===== src/rtl/rsw_pkg.sv =====
// Package for the RIFF subchunk walker: payload and event types, codes and constants.
// Used by every module of the block; depends on nothing else.
package rsw_pkg;

  // Little-endian packed four-character codes of the container ids.
  localparam logic [31:0] ID_RIFF = 32'h4646_4952;
  localparam logic [31:0] ID_LIST = 32'h5453_494C;

  // Header geometry and counter widths.
  localparam int unsigned HDR_LEN   = 8;
  localparam int unsigned FIRST_HDR = 12;
  localparam int unsigned POS_W     = 34;
  localparam int unsigned NHP_W     = 35;
  localparam int unsigned LIMIT_W   = 33;
  localparam logic [POS_W-1:0] POS_MAX = {POS_W{1'b1}};

  // Default depth of the event queue between front and back.
  localparam int unsigned QUEUE_DEPTH = 4;

  // Configuration register indexes.
  localparam int unsigned CFG_INDEX_W = 8;
  localparam logic [CFG_INDEX_W-1:0] REG_MATCH_ID    = 8'd0;
  localparam logic [CFG_INDEX_W-1:0] REG_MATCH_INDEX = 8'd1;

  // Result kinds.
  localparam logic KIND_SUB     = 1'b0;
  localparam logic KIND_SUMMARY = 1'b1;

  // One input request.
  typedef struct packed {
    logic [7:0] data_byte;
    logic       last_byte;
  } in_t;

  // One result request.
  typedef struct packed {
    logic        result_kind;
    logic        is_container;
    logic [31:0] form_type;
    logic [31:0] sub_id;
    logic [31:0] sub_size;
    logic [32:0] sub_offset;
    logic [31:0] sub_index_or_count;
    logic        id_match;
    logic        index_match;
    logic        last;
  } res_t;

  // Event handed from the front to the back: a subchunk header, a summary, or both.
  typedef struct packed {
    logic        has_sub;
    logic        has_sum;
    logic        is_container;
    logic [31:0] form_type;
    logic [31:0] sub_id;
    logic [31:0] sub_size;
    logic [32:0] sub_offset;
    logic [31:0] sub_index;
    logic [31:0] count;
  } ev_t;

  // Back end output phase.
  typedef enum logic {
    BK_SUB,
    BK_SUM
  } back_state_t;

endpackage


===== src/rtl/rsw_front.sv =====
// Front end of the RIFF subchunk walker: accepts bytes, assembles headers, makes events.
// Depends on rsw_pkg.
module rsw_front (
  input  logic          clk,
  input  logic          rst,
  input  logic          in_valid,
  output logic          in_ready,
  input  rsw_pkg::in_t  in_data,
  input  logic          full,
  output logic          push,
  output rsw_pkg::ev_t  ev
);

  logic [rsw_pkg::POS_W-1:0]   pos, pos_next;
  logic [31:0]                 outer_id, outer_id_next;
  logic [31:0]                 outer_size, outer_size_next;
  logic [31:0]                 outer_form, outer_form_next;
  logic [rsw_pkg::LIMIT_W-1:0] limit, limit_next;
  logic [63:0]                 hdr_shift, hdr_shift_next;
  logic [3:0]                  hdr_cnt, hdr_cnt_next;
  logic [rsw_pkg::NHP_W-1:0]   nhp, nhp_next;
  logic [31:0]                 sub_count, sub_count_next;
  logic                        walk_done, walk_done_next;

  logic                        accept;
  logic                        container;
  logic                        emit_sub;
  logic [7:0]                  b;
  logic [3:0]                  cnt_inc;
  logic [rsw_pkg::LIMIT_W-1:0] step;

  assign in_ready = !full;
  assign accept   = in_valid && in_ready;
  assign b        = in_data.data_byte;

  // Per-byte walk step.
  always_comb begin
    outer_id_next   = outer_id;
    outer_size_next = outer_size;
    outer_form_next = outer_form;
    limit_next      = limit;
    hdr_shift_next  = hdr_shift;
    hdr_cnt_next    = hdr_cnt;
    nhp_next        = nhp;
    sub_count_next  = sub_count;
    walk_done_next  = walk_done;
    emit_sub        = 1'b0;
    cnt_inc         = hdr_cnt + 4'd1;
    step            = {1'b0, hdr_shift_next[63:32]};

    // Outer id, size and form type over the first twelve bytes.
    if (pos < rsw_pkg::POS_W'(rsw_pkg::FIRST_HDR)) begin
      case (pos[3:2])
        2'd0: outer_id_next[{pos[1:0], 3'b000} +: 8] = b;
        2'd1: begin
          outer_size_next[{pos[1:0], 3'b000} +: 8] = b;
          limit_next = {1'b0, outer_size_next} + rsw_pkg::LIMIT_W'(rsw_pkg::HDR_LEN);
        end
        2'd2: outer_form_next[{pos[1:0], 3'b000} +: 8] = b;
        default: ;
      endcase
    end
    container = (outer_id_next == rsw_pkg::ID_RIFF) || (outer_id_next == rsw_pkg::ID_LIST);

    // Subchunk header walk inside a container.
    if (pos >= rsw_pkg::POS_W'(rsw_pkg::FIRST_HDR) && !walk_done && container) begin
      if (hdr_cnt == 4'd0) begin
        if ({1'b0, pos} == nhp) begin
          if (pos < {1'b0, limit}) begin
            hdr_shift_next = {56'd0, b};
            hdr_cnt_next   = 4'd1;
          end else begin
            walk_done_next = 1'b1;
          end
        end
      end else begin
        hdr_shift_next[{hdr_cnt[2:0], 3'b000} +: 8] = b;
        hdr_cnt_next = cnt_inc;
        if (cnt_inc == 4'd4 && hdr_shift_next[31:0] == 32'd0) begin
          walk_done_next = 1'b1;
          hdr_cnt_next   = 4'd0;
        end else if (cnt_inc >= 4'(rsw_pkg::HDR_LEN)) begin
          emit_sub       = 1'b1;
          step           = {1'b0, hdr_shift_next[63:32]}
                           + rsw_pkg::LIMIT_W'(rsw_pkg::HDR_LEN)
                           + {32'd0, hdr_shift_next[32]};
          nhp_next       = nhp + {2'b00, step};
          sub_count_next = sub_count + 32'd1;
          hdr_cnt_next   = 4'd0;
        end
      end
    end

    pos_next = (pos != rsw_pkg::POS_MAX) ? pos + rsw_pkg::POS_W'(1) : pos;

    // Event record for the back end.
    ev.has_sub      = emit_sub;
    ev.has_sum      = in_data.last_byte;
    ev.is_container = container;
    ev.form_type    = container ? outer_form_next : 32'd0;
    ev.sub_id       = hdr_shift_next[31:0];
    ev.sub_size     = hdr_shift_next[63:32];
    ev.sub_offset   = nhp[32:0];
    ev.sub_index    = sub_count;
    ev.count        = sub_count_next;
    push            = accept && (emit_sub || in_data.last_byte);
  end

  // Walk state; the last byte restarts the walk.
  always_ff @(posedge clk) begin
    if (rst || (accept && in_data.last_byte)) begin
      pos        <= '0;
      outer_id   <= '0;
      outer_size <= '0;
      outer_form <= '0;
      limit      <= rsw_pkg::LIMIT_W'(rsw_pkg::HDR_LEN);
      hdr_shift  <= '0;
      hdr_cnt    <= '0;
      nhp        <= rsw_pkg::NHP_W'(rsw_pkg::FIRST_HDR);
      sub_count  <= '0;
      walk_done  <= 1'b0;
    end else if (accept) begin
      pos        <= pos_next;
      outer_id   <= outer_id_next;
      outer_size <= outer_size_next;
      outer_form <= outer_form_next;
      limit      <= limit_next;
      hdr_shift  <= emit_sub ? 64'd0 : hdr_shift_next;
      hdr_cnt    <= hdr_cnt_next;
      nhp        <= nhp_next;
      sub_count  <= sub_count_next;
      walk_done  <= walk_done_next;
    end
  end

endmodule


===== src/rtl/rsw_queue.sv =====
// Event queue between the front and back ends of the RIFF subchunk walker.
// Depends on rsw_pkg for the event type.
module rsw_queue #(
  parameter int unsigned DEPTH = rsw_pkg::QUEUE_DEPTH
) (
  input  logic         clk,
  input  logic         rst,
  input  logic         push,
  input  rsw_pkg::ev_t push_data,
  input  logic         pop,
  output rsw_pkg::ev_t head,
  output logic         full,
  output logic         empty
);

  localparam int unsigned PTR_W = (DEPTH > 1) ? $clog2(DEPTH) : 1;
  localparam int unsigned CNT_W = $clog2(DEPTH + 1);

  rsw_pkg::ev_t     mem [DEPTH];
  logic [PTR_W-1:0] wr_ptr, rd_ptr;
  logic [CNT_W-1:0] fill;

  assign full  = (fill == CNT_W'(DEPTH));
  assign empty = (fill == '0);
  assign head  = mem[rd_ptr];

  // Entry storage.
  always_ff @(posedge clk) begin
    if (push) begin
      mem[wr_ptr] <= push_data;
    end
  end

  // Pointers and fill level.
  always_ff @(posedge clk) begin
    if (rst) begin
      wr_ptr <= '0;
      rd_ptr <= '0;
      fill   <= '0;
    end else begin
      if (push) begin
        wr_ptr <= (wr_ptr == PTR_W'(DEPTH - 1)) ? '0 : wr_ptr + PTR_W'(1);
      end
      if (pop) begin
        rd_ptr <= (rd_ptr == PTR_W'(DEPTH - 1)) ? '0 : rd_ptr + PTR_W'(1);
      end
      if (push && !pop) begin
        fill <= fill + CNT_W'(1);
      end else if (pop && !push) begin
        fill <= fill - CNT_W'(1);
      end
    end
  end

endmodule


===== src/rtl/rsw_back.sv =====
// Back end of the RIFF subchunk walker: turns events into result requests.
// Depends on rsw_pkg.
module rsw_back (
  input  logic          clk,
  input  logic          rst,
  input  rsw_pkg::ev_t  head,
  input  logic          empty,
  output logic          pop,
  input  logic [31:0]   match_id,
  input  logic [31:0]   match_index,
  output logic          out_valid,
  input  logic          out_ready,
  output rsw_pkg::res_t out_data
);

  rsw_pkg::back_state_t state, state_next;
  rsw_pkg::res_t        res;
  logic                 load;

  // Pick the next result from the head event and decide when it is used up.
  always_comb begin
    load       = (!out_valid || out_ready) && !empty;
    state_next = state;
    pop        = 1'b0;

    res.is_container = head.is_container;
    res.form_type    = head.form_type;

    if (state == rsw_pkg::BK_SUB && head.has_sub) begin
      res.result_kind        = rsw_pkg::KIND_SUB;
      res.sub_id             = head.sub_id;
      res.sub_size           = head.sub_size;
      res.sub_offset         = head.sub_offset;
      res.sub_index_or_count = head.sub_index;
      res.id_match           = (head.sub_id == match_id);
      res.index_match        = (head.sub_index == match_index);
      res.last               = !head.has_sum;
      if (load) begin
        if (head.has_sum) begin
          state_next = rsw_pkg::BK_SUM;
        end else begin
          pop = 1'b1;
        end
      end
    end else begin
      res.result_kind        = rsw_pkg::KIND_SUMMARY;
      res.sub_id             = '0;
      res.sub_size           = '0;
      res.sub_offset         = '0;
      res.sub_index_or_count = head.count;
      res.id_match           = 1'b0;
      res.index_match        = 1'b0;
      res.last               = 1'b1;
      if (load) begin
        pop        = 1'b1;
        state_next = rsw_pkg::BK_SUB;
      end
    end
  end

  // Phase register.
  always_ff @(posedge clk) begin
    if (rst) begin
      state <= rsw_pkg::BK_SUB;
    end else begin
      state <= state_next;
    end
  end

  // Output register.
  always_ff @(posedge clk) begin
    if (rst) begin
      out_valid <= 1'b0;
    end else if (load) begin
      out_valid <= 1'b1;
    end else if (out_ready) begin
      out_valid <= 1'b0;
    end
  end

  always_ff @(posedge clk) begin
    if (load) begin
      out_data <= res;
    end
  end

endmodule


===== src/rtl/riff_subchunk_walker.sv =====
// Top level of the RIFF subchunk walker: configuration registers, front, queue and back.
// Depends on rsw_pkg, rsw_front, rsw_queue and rsw_back.
//
// Usage: bytes of one outer chunk arrive one per request on in_valid/in_ready;
// in_data.last_byte marks the final byte, after which the walk restarts.
// Every complete subchunk header of a RIFF or LIST chunk yields one result
// request, and the last byte yields a summary with the subchunk count, after
// the header result when both fall on the same byte. Results leave on out_valid/out_ready.
// match_id and match_index are set through cfg_valid/cfg_index/cfg_data,
// which is always ready; write them only while the block is idle.
// Throughput: one byte per cycle while the queue is not full. The front classifies
// each byte in the cycle it is taken and writes any event into a queue of
// QUEUE_DEPTH entries; the back end sends one result at a time, both in turn
// for a byte that gives two results.
// When the receiver stalls, the output register holds its result and the
// queue fills; in_ready drops only when the queue is full.
// Reset clears the walk state, the queue, out_valid and both
// configuration registers; no clearing pass is needed.
module riff_subchunk_walker #(
  parameter int unsigned QUEUE_DEPTH = rsw_pkg::QUEUE_DEPTH
) (
  input  logic                            clk,
  input  logic                            rst,
  input  logic                            in_valid,
  output logic                            in_ready,
  input  rsw_pkg::in_t                    in_data,
  output logic                            out_valid,
  input  logic                            out_ready,
  output rsw_pkg::res_t                   out_data,
  input  logic                            cfg_valid,
  output logic                            cfg_ready,
  input  logic [rsw_pkg::CFG_INDEX_W-1:0] cfg_index,
  input  logic [31:0]                     cfg_data
);

  logic [31:0]  match_id;
  logic [31:0]  match_index;
  logic         q_push, q_pop, q_full, q_empty;
  rsw_pkg::ev_t q_in, q_head;

  assign cfg_ready = 1'b1;

  // Configuration registers.
  always_ff @(posedge clk) begin
    if (rst) begin
      match_id    <= '0;
      match_index <= '0;
    end else if (cfg_valid) begin
      case (cfg_index)
        rsw_pkg::REG_MATCH_ID:    match_id    <= cfg_data;
        rsw_pkg::REG_MATCH_INDEX: match_index <= cfg_data;
        default: ;
      endcase
    end
  end

  rsw_front u_front (
    .clk      (clk),
    .rst      (rst),
    .in_valid (in_valid),
    .in_ready (in_ready),
    .in_data  (in_data),
    .full     (q_full),
    .push     (q_push),
    .ev       (q_in)
  );

  rsw_queue #(
    .DEPTH (QUEUE_DEPTH)
  ) u_queue (
    .clk       (clk),
    .rst       (rst),
    .push      (q_push),
    .push_data (q_in),
    .pop       (q_pop),
    .head      (q_head),
    .full      (q_full),
    .empty     (q_empty)
  );

  rsw_back u_back (
    .clk         (clk),
    .rst         (rst),
    .head        (q_head),
    .empty       (q_empty),
    .pop         (q_pop),
    .match_id    (match_id),
    .match_index (match_index),
    .out_valid   (out_valid),
    .out_ready   (out_ready),
    .out_data    (out_data)
  );

endmodule

===== config.mk =====
export PLATFORM = sky130hd
export DESIGN_NAME = riff_subchunk_walker
export DESIGN_NICKNAME = d
export VERILOG_FILES = /design/src/rtl/rsw_pkg.sv /design/src/rtl/rsw_front.sv /design/src/rtl/rsw_queue.sv /design/src/rtl/rsw_back.sv /design/src/rtl/riff_subchunk_walker.sv
export SDC_FILE = /design/constraint.sdc
export NUM_CORES = 2
export LEC_CHECK = 0
export ABC_AREA = 1
export BUFFER_PORTS_ARGS = -buffer_cell sky130_fd_sc_hd__clkbuf_2
export CORE_MARGIN = 1
export CORE_UTILIZATION = 40
export DETAILED_ROUTE_END_ITERATION = 7
export GPL_ROUTABILITY_DRIVEN = 1
export GPL_TIMING_DRIVEN = 0
export HOLD_SLACK_MARGIN = 0.08
export PLACE_DENSITY = 0.66
export REMOVE_ABC_BUFFERS = 1
export SYNTH_ARGS = -nofsm -noshare
export SYNTH_HDL_FRONTEND = slang
export SYNTH_SLANG_ARGS = --single-unit

===== constraint.sdc =====
create_clock -name clk -period 15.4 [get_ports clk]
set_clock_uncertainty 0.05 [all_clocks]
set_input_delay 1.54 -clock clk [delete_from_list [all_inputs] [get_ports clk]]
set_output_delay 1.54 -clock clk [all_outputs]
set_load 0.1 [all_outputs]

==> results.yml <==
run_status:
  status: "complete, no violations"
final_layout:
  final_cells: 8812
  layout_common_cells: "nand2_1 (1490), edfxtp_1 (945), nor2_1 (889)"
  drive_gt1_share_pct: 8.655
  syn_to_final_growth_pct: 14.21
  layout_commonest_cell: "nand2_1"
  fillers: 14080
  fin_nets: 6845
synthesis:
  synth_seq_cells: 1315
  syn_inst: 6598
  synth_xor_xnor_area_share_pct: 1.556
  synth_simple_gate_area_share_pct: 18.37
  synthArstFlopShare_pct: 0
  synth_warnings: 0
  synth_area_leader_cell: "edfxtp_1"
  synth_cell_type_count: 60
  synth_enable_flop_cells: 945
  synth_top_family_by_area: "simple AND/OR/NAND/NOR gates"
  synth_adder_area_share_pct: 2.445
  ys_seq_area_share_pct: 58.86
  synth_top_area_share_pct: 46.68
  avgSynthCellArea_um2: 9.214
  synthFlopType: "edfxtp_1"
  synthTopCellsByArea: "edfxtp_1 (47%), dfxtp_1 (12%), nand2_1 (9.2%)"
  synth_mux_area_share_pct: 0.01646
  synth_compound_area_share_pct: 13.28
  syn-cell-area_um2: 60790
cts:
  cts_made_buffers: 144
  clk_pin_slew_ps: 60
  cts_setup_buffers: 0
  clock_path_buffers: 3
  ctsRootBufferMaster: "clkbuf_16"
  cts_resized: 0
  cts_hold_buffers: 0
  cts_tree: "done"
  clock_sinks: 1315
  h-tree-depth: 4
  clock_latency_ps: 810
setup_path:
  worstSetupStartpointType: "register"
  ff2ff_setup_slack_ps: 7110
  r2r_cells: 25
  critical_path.max_fanout: 35
  r2r-end: "u_queue.mem[0][123]$_DFFE_PP_"
  cp-startpoint: "u_front.pos[0]$_SDFFE_PP0P_"
  cp.required_ps: 15830
  endpoint: "u_queue.mem[0][123]$_DFFE_PP_"
  crit_type: "register to register"
  critPathCaptureType: "register"
  arrival_ps: 8720
  r2r_start: "u_front.pos[0]$_SDFFE_PP0P_"
route:
  antenna_left: 0
  drcViolationCount: 0
  vias_per_cell: 5.409
  drt_iter0_markers: 4405
  first_pass_iters: 6
  finalWirelength_um: 174700
  avgRoutedWirePerCell_um: 19.83
  vias: 47670
floorplanning:
  ios: 223
  fp.dieArea_um2: 153500
  core-area_um2: 150300
  die_w_um: 391.9
  fp.dieH_um: 391.9
  initial_core_util_pct: 40.45
  rows: 142
placement:
  dp_hpwl_um: 115900
  gp_congestion: 0.9323
  dp_cells: 8543
  port_buffers: 220
timing:
  max_slew.worst_pin.slew_ps: 1364
  period_share_pct: 53.82
  finalHoldViolations: 0
  fin_hold_ws_ps: 396.5
  rsz0062_at_grt: "no"
  fin_crit_ps: 8289
  final_max_slew_viol_count: 0
  max-slew-margin-rel_pct: 9.097
  report.final.setup_viol: 0
  fmax_ghz: 0.1206
  finalSetupTns_ps: 0
min_path:
  min_from: "u_front.outer_size[25]$_SDFFE_PP0P_"
  hp-class: "register to register"
power_and_ir_drop:
  ir_drop_uv: 160.3
  power.density_nw_per_um2: 178.0
  power.leakage_nw: 26.69
run:
  drv_cap: 0
global_routing:
  antenna_found_initial: 9
  grt_pass1_wl_um: 265200
  grt_pass1_vias: 44540
  grt-ovfl-total: 0
  grt_usage_pct: 22.40
  grt_max_degree: 155
## synth_stat cells, types with 72 or more instances
library cell / count
a21oi_1: 431
clkbuf_1: 287
dfxtp_1: 370
edfxtp_1: 945
ha_1: 114
inv_1: 470
nand2_1: 1494
nand3_1: 157
nor2_1: 894
nor3_1: 73
o21ai_0: 624
o22ai_1: 91
xor2_1: 72
## stage by stage
stage	setup slack (ps)	utilization (%)	total power, W	cell area (um^2)
floorplan	-3641	-	0.007901	59300
finish	7111	46.19	0.01236	69430
CTS	6622	46.16	0.01246	69380
detailed placement	6695	42.95	0.008936	64560
global route	6651	46.19	0.01288	69430
global placement	-30690	41.87	0.009550	62930
## worst max-delay path: stages (launching register included)
cell and delay (ps):
dfxtp_2 850, inv_2 300, ha_1 900, inv_1 420
nor2_2 460, nand3_1 240, nand2_1 130, nand2_1 50
nand2_1 90, nand2_1 50, nand2_1 200, inv_1 130
nor2_1 100, nand2_1 60, nor2_1 100, nand2_1 60
nand2_1 190, nand4_2 300, nor2_4 880, nor2_1 470
nor2_4 640, buf_12 260, buf_12 220, buf_12 240
buf_12 220, buf_12 220
## logic make-up after synthesis
logic type,Yosys count
mux,1
other cells,2
buf+inv,844
simple gates,2776
compound gates,1435
xor+xnor,108
fa+ha+maj,117
flops,1315
## area by class of cell
type	count	area, um^2	area share (%)
clock inverter	77	914.6	1.317
timing repair buffer	288	2613	3.763
multi-input combinational	4439	21810	31.41
tap	2016	2522	3.633
clock buffer	189	3913	5.635
inverter	486	1858	2.676
sequential	1315	35790	51.55
antenna	2	5.005	0.007209
## worst min-delay path by stage
stage / to / depth (start not counted)
2_1_floorplan: u_front.limit[0]$_SDFFE_PP0P_ / 2
5_1_grt: u_front.outer_size[30]$_SDFFE_PP0P_ / 2
4_1_cts: u_front.outer_size[28]$_SDFFE_PP0P_ / 2
6_report: u_front.outer_size[25]$_SDFFE_PP0P_ / 2
3_3_place_gp: u_front.outer_size[24]$_SDFFE_PP0P_ / 2
3_5_place_dp: u_front.outer_size[25]$_SDFFE_PP0P_ / 2
## state kept, by name, summed over array words and instances (netlist names), 33 cells and up, named ones only
name	count
u_front.limit	33
u_front.nhp	34
u_back.out_data	165
u_front.hdr_shift	64
u_queue.mem	780
u_front.pos	34
## per-layer routing
layer	part of all wire, %	wire length (um)	track usage [%]
met5	0.033	58	0
met4	3.3	5785	8.196
met3	7.0	12300	4.178
met2	47	82290	36.31
met1	43	74280	29.78
## where the power goes
part	internal (W)	total (W)	switching, W
combinational	0.000822	0.00432	0.00350
clock	0.00203	0.00351	0.00148
sequential	0.00433	0.00453	0.000195
Power figures use the tool's default switching activity.
